<file path="config.mk">
export PLATFORM = sky130hd
export DESIGN_NAME = carved_file_size_inference_top
export DESIGN_NICKNAME = d
export VERILOG_FILES = /design/src/rtl/cfsi_pkg.sv /design/src/rtl/carved_file_size_inference_top.sv /design/src/rtl/cfsi_regs.sv /design/src/rtl/cfsi_scan.sv /design/src/rtl/cfsi_rules.sv
export SDC_FILE = /design/constraint.sdc
export NUM_CORES = 1
export LEC_CHECK = 0
export BUFFER_PORTS_ARGS = -buffer_cell sky130_fd_sc_hd__buf_4
export CAP_MARGIN = 20
export CORE_MARGIN = 2
export CORE_UTILIZATION = 45
export CTS_BUF_LIST = sky130_fd_sc_hd__clkbuf_4
export CTS_CLUSTER_DIAMETER = 100
export DETAILED_ROUTE_END_ITERATION = 12
export PLACE_DENSITY = 0.72
export REMOVE_ABC_BUFFERS = 1
export SETUP_SLACK_MARGIN = 0.1
export SKIP_CTS_REPAIR_TIMING = 1
export SYNTH_ARGS = -nofsm -noshare
export SYNTH_HDL_FRONTEND = slang
export SYNTH_SLANG_ARGS = --single-unit
</file>
<file path="constraint.sdc">
create_clock -name clk_i -period 6.7 [get_ports clk_i]
set_input_delay 0.335 -clock clk_i [delete_from_list [all_inputs] [get_ports clk_i]]
set_output_delay 0.335 -clock clk_i [all_outputs]
set_load 0.1 [all_outputs]
</file>
<file path="src/rtl/cfsi_pkg.sv">
// Shared types, register codes and constants of the carved file size inference block.
`timescale 1ns / 1ps
package cfsi_pkg;

  localparam int unsigned SizeW                 = 40;
  localparam int unsigned LeadBytes             = 8;
  localparam int unsigned DefaultSizeBits       = 40;
  localparam int unsigned DefaultMaxFooterBytes = 8;
  localparam int unsigned ApbDataW              = 64;
  localparam int unsigned ApbAddrW              = 6;

  localparam logic [SizeW-1:0] Mib32          = SizeW'(32 * 1024 * 1024);
  localparam logic [SizeW-1:0] Mib8           = SizeW'(8 * 1024 * 1024);
  localparam logic [SizeW-1:0] Mib4           = SizeW'(4 * 1024 * 1024);
  localparam logic [SizeW-1:0] DefaultMaxSize = SizeW'(1073741824);
  localparam logic [31:0]      BmpMin         = 32'd14;
  localparam logic [31:0]      RiffMin        = 32'd12;
  localparam logic [31:0]      BoxMin         = 32'd8;
  localparam logic [31:0]      RiffBias       = 32'd8;

  typedef enum logic [2:0] {
    RuleBitmap = 3'd0,
    RuleRiff   = 3'd1,
    RuleFooter = 3'd2,
    RuleMp4    = 3'd3,
    RuleNone   = 3'd4
  } size_rule_e;

  typedef enum logic [2:0] {
    SrcHeader      = 3'd0,
    SrcFooter      = 3'd1,
    SrcMp4         = 3'd2,
    SrcFootDefault = 3'd3,
    SrcPlain       = 3'd4
  } size_source_e;

  typedef enum logic [2:0] {
    RegSizeRule     = 3'd0,
    RegMaxSize      = 3'd1,
    RegVolumeRemain = 3'd2,
    RegHeaderLength = 3'd3,
    RegFooterPat    = 3'd4,
    RegFooterLength = 3'd5
  } reg_idx_e;

  typedef struct packed {
    logic [7:0] data_byte;
    logic       last_byte;
  } in_t;

  typedef struct packed {
    logic [SizeW-1:0] inferred_size;
    logic [2:0]       size_source;
  } out_t;

  typedef struct packed {
    logic [2:0]       size_rule;
    logic [SizeW-1:0] max_size;
    logic [SizeW-1:0] volume_remain;
    logic [4:0]       header_length;
    logic [63:0]      footer_pattern;
    logic [3:0]       footer_length;
    logic [SizeW-1:0] cap;
  } cfg_t;

  typedef struct packed {
    logic [8*LeadBytes-1:0] lead;
    logic                   at_least6;
    logic                   at_least8;
    logic                   foot_seen;
    logic [SizeW-1:0]       foot_end;
  } scan_t;

endpackage

</file>
<file path="src/rtl/carved_file_size_inference_top.sv">
// Top level of the carved file size inference block.
`timescale 1ns / 1ps
// Carved file size inference. Bytes of a carved file candidate stream in from
// offset zero, one transaction per byte, the final byte of a run flagged by
// last_byte; that byte yields exactly one transaction on the output with the
// estimated size and where the estimate came from, and every other byte yields
// none. The block takes one byte per clock cycle: an input register holds the
// accepted byte, logic after it updates the run state (position counter,
// leading bytes, recent-byte window and footer match) and evaluates the size
// rule, and a result register holds the answer, loaded when the last byte
// leaves the input register. in_stall_o rises only when a last byte sits
// in the input register while the result register is still full and stalled;
// ordinary bytes keep flowing under an output stall. Configuration is a 64-bit
// APB port, register i at byte address 8*i, always ready; write it only while
// no run is in flight and no result is waiting.
module carved_file_size_inference_top import cfsi_pkg::*; #(
  parameter int unsigned SizeBits       = DefaultSizeBits,
  parameter int unsigned MaxFooterBytes = DefaultMaxFooterBytes
) (
  input  logic                clk_i,
  input  logic                rst_ni,
  input  logic                in_valid_i,
  output logic                in_stall_o,
  input  in_t                 in_data_i,
  output logic                out_valid_o,
  input  logic                out_stall_i,
  output out_t                out_data_o,
  input  logic                psel,
  input  logic                penable,
  input  logic                pwrite,
  input  logic [ApbAddrW-1:0] paddr,
  input  logic [ApbDataW-1:0] pwdata,
  output logic [ApbDataW-1:0] prdata,
  output logic                pready
);

  cfg_t  cfg;
  scan_t scan;
  out_t  res;

  logic  in_vld_q, in_vld_d;
  in_t   in_q;
  logic  out_vld_q, out_vld_d;
  out_t  out_q;

  logic  in_accept;
  logic  out_free;
  logic  proc_ok;
  logic  proc;
  logic  out_load;

  assign pready = 1'b1;

  cfsi_regs u_regs (
    .clk_i   (clk_i),
    .rst_ni  (rst_ni),
    .psel    (psel),
    .penable (penable),
    .pwrite  (pwrite),
    .paddr   (paddr),
    .pwdata  (pwdata),
    .prdata  (prdata),
    .cfg_o   (cfg)
  );

  // The output register frees up this cycle when empty or being taken.
  assign out_free = !out_vld_q || !out_stall_i;
  // A byte without a result always advances; a last byte needs the output slot.
  assign proc_ok  = !in_q.last_byte || out_free;
  assign proc     = in_vld_q && proc_ok;
  assign out_load = proc && in_q.last_byte;

  assign in_stall_o = in_vld_q && !proc_ok;
  assign in_accept  = in_valid_i && !in_stall_o;

  cfsi_scan #(
    .SizeBits       (SizeBits),
    .MaxFooterBytes (MaxFooterBytes)
  ) u_scan (
    .clk_i    (clk_i),
    .rst_ni   (rst_ni),
    .step_i   (proc),
    .byte_i   (in_q.data_byte),
    .last_i   (in_q.last_byte),
    .cfg_i    (cfg),
    .status_o (scan)
  );

  cfsi_rules u_rules (
    .cfg_i  (cfg),
    .scan_i (scan),
    .res_o  (res)
  );

  always_comb begin
    in_vld_d = in_vld_q;
    if (in_accept) begin
      in_vld_d = 1'b1;
    end else if (proc) begin
      in_vld_d = 1'b0;
    end

    out_vld_d = out_vld_q;
    if (out_load) begin
      out_vld_d = 1'b1;
    end else if (out_vld_q && !out_stall_i) begin
      out_vld_d = 1'b0;
    end
  end

  // Hold control state under reset; payload registers load on demand only.
  always_ff @(posedge clk_i or negedge rst_ni) begin
    if (!rst_ni) begin
      in_vld_q  <= 1'b0;
      out_vld_q <= 1'b0;
    end else begin
      in_vld_q  <= in_vld_d;
      out_vld_q <= out_vld_d;
    end
  end

  always_ff @(posedge clk_i) begin
    if (in_accept) begin
      in_q <= in_data_i;
    end
    if (out_load) begin
      out_q <= res;
    end
  end

  assign out_valid_o = out_vld_q;
  assign out_data_o  = out_q;

`ifndef NO_ASSERTIONS
  a_stall_cause: assert property (@(posedge clk_i) disable iff (!rst_ni)
    in_stall_o |-> (in_vld_q && in_q.last_byte && out_vld_q && out_stall_i))
    else $error("input stalled without a blocked result");

  a_within_cap: assert property (@(posedge clk_i) disable iff (!rst_ni)
    out_vld_q |-> (out_q.inferred_size <= cfg.cap))
    else $error("size estimate above cap");
`endif

endmodule

</file>
<file path="src/rtl/cfsi_regs.sv">
// APB register file and size cap of the carved file size inference block.
`timescale 1ns / 1ps
module cfsi_regs import cfsi_pkg::*; (
  input  logic                clk_i,
  input  logic                rst_ni,
  input  logic                psel,
  input  logic                penable,
  input  logic                pwrite,
  input  logic [ApbAddrW-1:0] paddr,
  input  logic [ApbDataW-1:0] pwdata,
  output logic [ApbDataW-1:0] prdata,
  output cfg_t                cfg_o
);

  logic [2:0]       rule_q;
  logic [SizeW-1:0] max_q;
  logic [SizeW-1:0] vol_q;
  logic [4:0]       hlen_q;
  logic [63:0]      fpat_q;
  logic [3:0]       flen_q;
  logic             wr_en;
  logic [2:0]       idx;

  assign wr_en = psel & penable & pwrite;
  assign idx   = paddr[ApbAddrW-1:3];

  always_ff @(posedge clk_i or negedge rst_ni) begin
    if (!rst_ni) begin
      rule_q <= RuleNone;
      max_q  <= DefaultMaxSize;
      vol_q  <= '0;
      hlen_q <= '0;
      fpat_q <= '0;
      flen_q <= '0;
    end else if (wr_en) begin
      unique case (idx)
        RegSizeRule:     rule_q <= pwdata[2:0];
        RegMaxSize:      max_q  <= pwdata[SizeW-1:0];
        RegVolumeRemain: vol_q  <= pwdata[SizeW-1:0];
        RegHeaderLength: hlen_q <= pwdata[4:0];
        RegFooterPat:    fpat_q <= pwdata;
        RegFooterLength: flen_q <= pwdata[3:0];
        default: ;
      endcase
    end
  end

  always_comb begin
    unique case (idx)
      RegSizeRule:     prdata = ApbDataW'(rule_q);
      RegMaxSize:      prdata = ApbDataW'(max_q);
      RegVolumeRemain: prdata = ApbDataW'(vol_q);
      RegHeaderLength: prdata = ApbDataW'(hlen_q);
      RegFooterPat:    prdata = fpat_q;
      RegFooterLength: prdata = ApbDataW'(flen_q);
      default:         prdata = '0;
    endcase
  end

  // Lower the cap to the volume space when that limit is set and tighter.
  always_comb begin
    cfg_o.size_rule      = rule_q;
    cfg_o.max_size       = max_q;
    cfg_o.volume_remain  = vol_q;
    cfg_o.header_length  = hlen_q;
    cfg_o.footer_pattern = fpat_q;
    cfg_o.footer_length  = flen_q;
    cfg_o.cap            = ((vol_q != '0) && (vol_q < max_q)) ? vol_q : max_q;
  end

endmodule

</file>
<file path="src/rtl/cfsi_scan.sv">
// Per-run byte tracker: position counter, leading bytes, recent window and footer match.
`timescale 1ns / 1ps
module cfsi_scan import cfsi_pkg::*; #(
  parameter int unsigned SizeBits       = DefaultSizeBits,
  parameter int unsigned MaxFooterBytes = DefaultMaxFooterBytes
) (
  input  logic       clk_i,
  input  logic       rst_ni,
  input  logic       step_i,
  input  logic [7:0] byte_i,
  input  logic       last_i,
  input  cfg_t       cfg_i,
  output scan_t      status_o
);

  localparam int unsigned CntW = SizeBits + 1;
  localparam int unsigned CmpW = (CntW > SizeW) ? CntW : SizeW;
  localparam int unsigned FlW  = $clog2(MaxFooterBytes + 1);

  logic [SizeBits-1:0] pos_q, pos_d;
  logic                seen_q, seen_d;
  logic [SizeBits-1:0] fend_q, fend_d;
  logic [7:0]          lead_q [LeadBytes];
  logic [7:0]          lead_d [LeadBytes];
  logic [7:0]          win_q  [MaxFooterBytes];
  logic [7:0]          win_d  [MaxFooterBytes];
  logic [MaxFooterBytes:0] match_len;
  logic [CntW-1:0]     count;
  logic [3:0]          flen_w;
  logic [FlW-1:0]      flen;
  logic [5:0]          thresh;
  logic                hit;
  logic [CmpW-1:0]     fend_wide;

  always_comb begin
    count = {1'b0, pos_q} + CntW'(1);
    pos_d = (&pos_q) ? pos_q : pos_q + SizeBits'(1);

    for (int k = 0; k < LeadBytes; k++) begin
      lead_d[k] = (pos_q == SizeBits'(k)) ? byte_i : lead_q[k];
    end

    // Newest byte at age zero.
    win_d[0] = byte_i;
    for (int k = 1; k < MaxFooterBytes; k++) begin
      win_d[k] = win_q[k-1];
    end

    // Footer byte j lines up with the byte of age (length - 1 - j).
    match_len[0] = 1'b0;
    for (int l = 1; l <= MaxFooterBytes; l++) begin
      match_len[l] = 1'b1;
      for (int j = 0; j < l; j++) begin
        if (win_d[l-1-j] != cfg_i.footer_pattern[8*j +: 8]) begin
          match_len[l] = 1'b0;
        end
      end
    end

    flen_w = (cfg_i.footer_length > 4'(MaxFooterBytes)) ? 4'(MaxFooterBytes)
                                                        : cfg_i.footer_length;
    flen   = flen_w[FlW-1:0];
    thresh = 6'(flen_w) + 6'(cfg_i.header_length);

    hit = !seen_q && (flen_w != '0) &&
          (CmpW'(count) >= CmpW'(thresh)) &&
          (CmpW'(count) <= CmpW'(cfg_i.cap)) &&
          match_len[flen];

    seen_d    = seen_q | hit;
    fend_d    = hit ? count[SizeBits-1:0] : fend_q;
    fend_wide = CmpW'(fend_d);
  end

  always_comb begin
    for (int k = 0; k < LeadBytes; k++) begin
      status_o.lead[8*k +: 8] = lead_d[k];
    end
    status_o.at_least6 = (count >= CntW'(6));
    status_o.at_least8 = (count >= CntW'(8));
    status_o.foot_seen = seen_d;
    status_o.foot_end  = fend_wide[SizeW-1:0];
  end

  // Run state clears on the last byte; window and leading bytes are only read
  // at ages and offsets this run has already filled.
  always_ff @(posedge clk_i or negedge rst_ni) begin
    if (!rst_ni) begin
      pos_q  <= '0;
      seen_q <= 1'b0;
      fend_q <= '0;
    end else if (step_i) begin
      if (last_i) begin
        pos_q  <= '0;
        seen_q <= 1'b0;
        fend_q <= '0;
      end else begin
        pos_q  <= pos_d;
        seen_q <= seen_d;
        fend_q <= fend_d;
      end
    end
  end

  always_ff @(posedge clk_i) begin
    if (step_i) begin
      lead_q <= lead_d;
      win_q  <= win_d;
    end
  end

`ifndef NO_ASSERTIONS
  a_run_clears: assert property (@(posedge clk_i) disable iff (!rst_ni)
    (step_i && last_i) |=> (pos_q == '0 && !seen_q))
    else $error("run state not cleared after last byte");

  a_seen_sticky: assert property (@(posedge clk_i) disable iff (!rst_ni)
    seen_q |=> (seen_q || $past(step_i && last_i)))
    else $error("footer match lost inside a run");
`endif

endmodule

</file>
<file path="src/rtl/cfsi_rules.sv">
// Size rule evaluation on the last byte of a run.
`timescale 1ns / 1ps
module cfsi_rules import cfsi_pkg::*; (
  input  cfg_t  cfg_i,
  input  scan_t scan_i,
  output out_t  res_o
);

  logic [31:0]      bmp_len;
  logic [31:0]      riff_len;
  logic [31:0]      box_len;
  logic [SizeW-1:0] cap;
  logic             done;

  assign cap      = cfg_i.cap;
  assign bmp_len  = scan_i.lead[47:16];
  assign riff_len = scan_i.lead[63:32] + RiffBias;
  assign box_len  = {scan_i.lead[7:0], scan_i.lead[15:8],
                     scan_i.lead[23:16], scan_i.lead[31:24]};

  always_comb begin
    done                = 1'b0;
    res_o.inferred_size = '0;
    res_o.size_source   = SrcPlain;
    priority if (cfg_i.size_rule == RuleBitmap && scan_i.at_least6) begin
      if (bmp_len >= BmpMin && SizeW'(bmp_len) <= cap) begin
        res_o.inferred_size = SizeW'(bmp_len);
        res_o.size_source   = SrcHeader;
        done                = 1'b1;
      end
    end else if (cfg_i.size_rule == RuleRiff && scan_i.at_least8) begin
      if (riff_len >= RiffMin && SizeW'(riff_len) <= cap) begin
        res_o.inferred_size = SizeW'(riff_len);
        res_o.size_source   = SrcHeader;
        done                = 1'b1;
      end
    end else if (cfg_i.size_rule == RuleFooter) begin
      if (scan_i.foot_seen) begin
        res_o.inferred_size = scan_i.foot_end;
        res_o.size_source   = SrcFooter;
        done                = 1'b1;
      end
    end else if (cfg_i.size_rule == RuleMp4 && scan_i.at_least8) begin
      if (box_len >= BoxMin && SizeW'(box_len) <= cap) begin
        res_o.inferred_size = (cap < Mib32) ? cap : Mib32;
        res_o.size_source   = SrcMp4;
        done                = 1'b1;
      end
    end else begin
    end

    if (!done) begin
      if (cfg_i.footer_length != '0) begin
        res_o.inferred_size = (cap < Mib8) ? cap : Mib8;
        res_o.size_source   = SrcFootDefault;
      end else begin
        res_o.inferred_size = (cap < Mib4) ? cap : Mib4;
        res_o.size_source   = SrcPlain;
      end
    end
  end

endmodule
</file>
# After elaboration in Yosys (flattened, before gate mapping)
# Cells that the tools add are included.
[word_totals]
word_cells = 224
input_bits = 86
out_inout_bits = 110
reg_bits = 411
[classes]
magnitude_cmp = 16
bitwise_logic = 3
add_sub_neg = 4
n_reduce_logical = 40
n_mux = 79
eq_ne = 52
[op_table]
columns = ["cell", "n"]
rows = [
  ["$pmux W64 S6", 1],
  ["$mux W43", 8],
  ["$mux W40", 8],
  ["$ne A8 B8 Y1", 36],
  ["$eq A40 B3 Y1 const B", 4],
  ["$le A32 B40 Y1", 3],
  ["$ge A32 B4 Y1 const B", 3],
  ["$eq A40 B2 Y1 const B", 2],
  ["$mux W35", 2],
  ["$mux W8", 8],
  ["$mux W1", 50],
  ["$add A40 B1 Y41 const B", 1],
  ["$ge A41 B3 Y1 const B", 1],
  ["$ge A41 B4 Y1 const B", 1],
  ["$ge A41 B6 Y1", 1],
  ["$le A41 B40 Y1", 1],
  ["$add A40 B1 Y40 const B", 1],
  ["$eq A40 B1 Y1 const B", 1],
  ["$logic_not A40 Y1", 1],
  ["$lt A40 B23 Y1 const B", 1],
  ["$lt A40 B24 Y1 const B", 1],
  ["$lt A40 B26 Y1 const B", 1],
  ["$lt A40 B40 Y1", 1],
  ["$reduce_and A40 Y1", 1],
  ["20 further kinds", 56],
]

# Depth between registers and ports, before layout
[depth]
ltp_word = 18
ltp_mapped = 28
mapped_depth_nobuf = 24

# Cells and area by module
# Synthesis repeated with hierarchy kept, for this count alone.
[unflattened]
cells_unflattened = 2948
area_unflattened_um2 = 29154.2
[by_module_without_submodules]
columns = ["module", "area_per_inst_um2", "seq_area_each_um2", "cells_per_inst", "n_inst"]
rows = [
  ["cfsi_scan", 14978.1, 5630.4, 1558, 1],
  ["cfsi_regs", 8443.1, 3906.2, 754, 1],
  ["cfsi_rules", 4055.1, 0.0, 570, 1],
  ["carved_file_size_inference_top", 1677.9, 1611.5, 66, 1],
]

# Worst setup path after synthesis
# OpenSTA, ideal clock, no wires.
[synth_timing]
path_type = "register to register"
startpoint = "register u_regs.max_q[30]"
endpoint = "register out_q, in the netlist out_data_o[22], data pin"
slack_ns = 0.158
required_time_ns = 6.427
path_buffers = 4
stages_incl_launch_ff = 25
arrival_time_ns = 6.269
setup_ns = 0.273
period_less_slack_ns = 6.542
path_cell_list = "dfstp_2 > inv_1 > ha_1 > nor2b_1 > o21ai_0 > a41oi_1 > nor3_2 > clkbuf_1 > buf_1 > clkbuf_1 > mux2i_1 > ha_1 > a21o_1 > a21o_1 > a21o_1 > a21o_1 > a21o_1 > a21o_1 > a221oi_1 > o31ai_1 > o31a_1 > o221a_2 > a31oi_2 > buf_2 > o211ai_1"
[synth_lines]
columns = ["item", "line_no", "text"]
rows = [
  ["from (decl)", "cfsi_regs.sv:16", "logic [SizeW-1:0] max_q;"],
  ["from (signal assigned)", "cfsi_regs.sv:30", "max_q <= DefaultMaxSize;"],
  ["from (signal assigned)", "cfsi_regs.sv:38", "RegMaxSize: max_q <= pwdata[SizeW-1:0];"],
  ["to (signal assigned)", "carved_file_size_inference_top.sv:127", "out_q <= res;"],
  ["to (decl)", "carved_file_size_inference_top.sv:44", "out_t out_q;"],
]

==> results.md <==
- Ports: 196
- Most numerous cell on the critical path: buf_4
- DRT iter0 DRCs: 3992
- H-tree Lvls: 3
- Largest stage delay on the critical path: 0.50 ns
- Top FF cell, synth: dfrtp_1
- GRT overflow: 0
- Vias in the first global route: 24900
- DRT Wirelength: 113 mm
- Drt wl/cell: 26.0 um
- Initial cell density of the core: 0.456
- First-pass GRT wire length: 162 mm
- Mapped cell area: 28900 um^2
- FILL cells: 5779
- WHS: 0.0429 ns
- Final Setup Violations: 0
- Die width: 257 um
- Minimum clock period: 6.36 ns
- Area delta synth->final: 17.9%
- Max-Slew Margin vs Limit: 0.239
- Register area: 11100 um^2
- CP endpoint kind: flop
- Crit-path slowest cell: o21ai_0
- FMAX: 0.157 GHz
- Buf/Inv on CP: 5
- Reg clk slew, reported paths: 0.07 ns
- Synth Area per Inst: 9.45 um^2
- Vias/cell: 6.23
- Die H: 257 um
- Dpl hpwl: 82.8 mm
- Initial antenna violation count: 6
- CTS buffer count: 113
- Crit-path max FO: 8
- Power Dens Cells: 288 nW/um^2
- Max_cap viols: 0
- Unique cell type count in the Yosys netlist: 87
- Delay-heaviest family, CP: compound AO/OA/AOI/OAI gates
- Total GRT Usage: 0.329
- Row count: 92
- DRC: 0
- Crit path kind: reg2reg
- Async S/R FF share, synth: 0.582
- Detailed-route via count: 27000
- Worst clock skew: 0.0572 ns
- Root buffer selected by CTS: clkbuf_4
- Final Non-Filler Cells: 4334
- ANT nets after route: 0
- Part of the cycle the worst path needs: 0.950
- Worst Max-Slew Pin Slew: 1.14 ns
- Leakage: 14.9 nW
- Clk_lat worst skew: 0.93 ns
- CTS tree: built
- Final Wtd Congestion: 1.04
- Startpoint Class: flop
- Final Max Slew Viols: 0
- Clock buffer depth: 3
- Largest net degree at the start of global routing: 126
- Min-delay worst type: in2async
- EDFF count, synth: 172
- Hold Vio Cnt, Final: 0
- Flops & latches, synth: 411
- Die area: 66200 um^2
- Placed Cells: 4036
- Port buffer count: 191
- RSZ-0062 raised after global routing: no
- Yosys warns: 0
- Nets: 3656
- CP Data Required Time: 7.42 ns
- Worst vdd ir: 0.178 mV
- Sink Count: 411
- Layout cells sized above 1: 0.198
- CP Data Arrival Time: 7.08 ns
- Post-Syn Instances: 3057
- Core box area: 63300 um^2
- Status: complete, no violations
- Drt first pass iters: 7
- Multi-input logic area: 16300 um^2
- Sequential area share after synthesis: 0.386
[cells by family after synthesis]
logic type                 synth area share
and+or+nand+nor                       0.163
other                              0.000130
muxes                                0.0844
xor gates and xnor gates             0.0982
DFF                                   0.386
buffers and inverters                0.0510
AOI/OAI and AO/OA                     0.136
adders and majority gates            0.0806
[per-stage QoR]
stage	area (um^2)	total power, mW	setup slack, ns	TNS (ns)	utilization
after floorplan	28100	5.73	-0.918	-60.95	-
after CTS	33200	9.63	0.345	0	0.525
after global placement	31700	7.18	0.499	0	0.501
final	34100	9.82	0.338	0	0.538
after detailed placement	31700	7.22	0.404	0	0.501
after global routing	34000	10.3	0.130	0	0.538
[power breakdown]
| group | switching, mW | leakage, nW | internal [mW] |
|---|---|---|---|
| clock network | 1.18 | 0.877 | 1.24 |
| registers | 0.548 | 4.74 | 2.97 |
| logic | 2.44 | 9.24 | 1.44 |
| total | 4.17 | 14.9 | 5.65 |
[placed cells by master, fill, tap and decap left out, types with 19 or more instances in the layout]
master / instances
a221oi_1: 19
nor2b_1: 33
and2_1: 30
dlygate4sd3_1: 77
clkbuf_4: 156
nand2_1: 295
inv_1: 169
o22ai_1: 21
ha_1: 182
a21o_1: 46
nor2_1: 132
clkinv_1: 40
xnor2_1: 149
mux2i_1: 93
nor3_1: 48
xor2_1: 175
mux2_2: 129
dfrtp_1: 237
nand3_1: 60
nand2b_1: 26
a21oi_1: 95
edfxtp_1: 172
and3_1: 20
nand4_1: 96
o21ai_0: 246
a22oi_1: 43
nor4_1: 85
buf_4: 335
[area by class of cell]
type | count | share of cell area
inverters | 171 | 0.0189
well taps | 846 | 0.0311
repair buffers | 415 | 0.0981
flip-flops and latches | 411 | 0.327
multi-input cells | 2275 | 0.480
diodes | 4 | 0.000294
clock inverters | 56 | 0.00992
clock buffers | 156 | 0.0344
[Yosys cell counts, drive strengths merged, types with 50 or more instances]
master,number,share of area
nand2,295,0.038
o21ai,263,0.046
dfrtp,237,0.21
ha,182,0.079
xor2,175,0.053
edfxtp,172,0.18
inv,171,0.022
xnor2,149,0.045
clkbuf,147,0.019
nor2,133,0.017
mux2,129,0.050
nor4,98,0.024
nand4,97,0.021
a21oi,95,0.016
mux2i,95,0.033
nand3,63,0.011
buf,53,0.0097
nor3,50,0.0088
[final timing paths]
kind / from / end / slack [ns] / cells after the start
hold / removal: rst_ni / u_scan.pos_q[25] / 0.04 / 2
max in group asynchronous: rst_ni / u_scan.fend_q[17] / 5.15 / 3
min in group clk_i: paddr[4] / u_regs.hlen_q[1] / 0.06 / 4
hold reg to reg: u_scan.fend_q[34] / u_scan.fend_q[34] / 0.48 / 2
setup / recovery: u_regs.max_q[12] / out_data_o[27] / 0.34 / 25
setup reg to reg: u_regs.max_q[12] / out_data_o[27] / 0.34 / 25
[flip-flops by register name (all words and copies together), names as in the netlist]
| signal | flops |
|---|---|
| out_valid_o | 1 |
| u_scan.fend_q | 40 |
| out_data_o | 43 |
| u_scan.lead_q | 64 |
| in_q | 9 |
| u_regs.fpat_q | 64 |
| u_scan.pos_q | 40 |
| u_scan.win_d | 56 |
| u_regs.vol_q | 40 |
| u_regs.rule_q | 3 |
| u_regs.hlen_q | 5 |
| u_regs.max_q | 40 |
| in_vld_q | 1 |
| u_scan.seen_q | 1 |
| u_regs.flen_q | 4 |
[layer usage]
layer	part of all wire	up-vias	GRT usage
met5	0.00013	-	0
met4	0.052	2	0.161
met3	0.13	370	0.0844
met2	0.41	1935	0.466
met1	0.40	12900	0.464
li1	-	11800	-
Power figures use the tool's default switching activity.
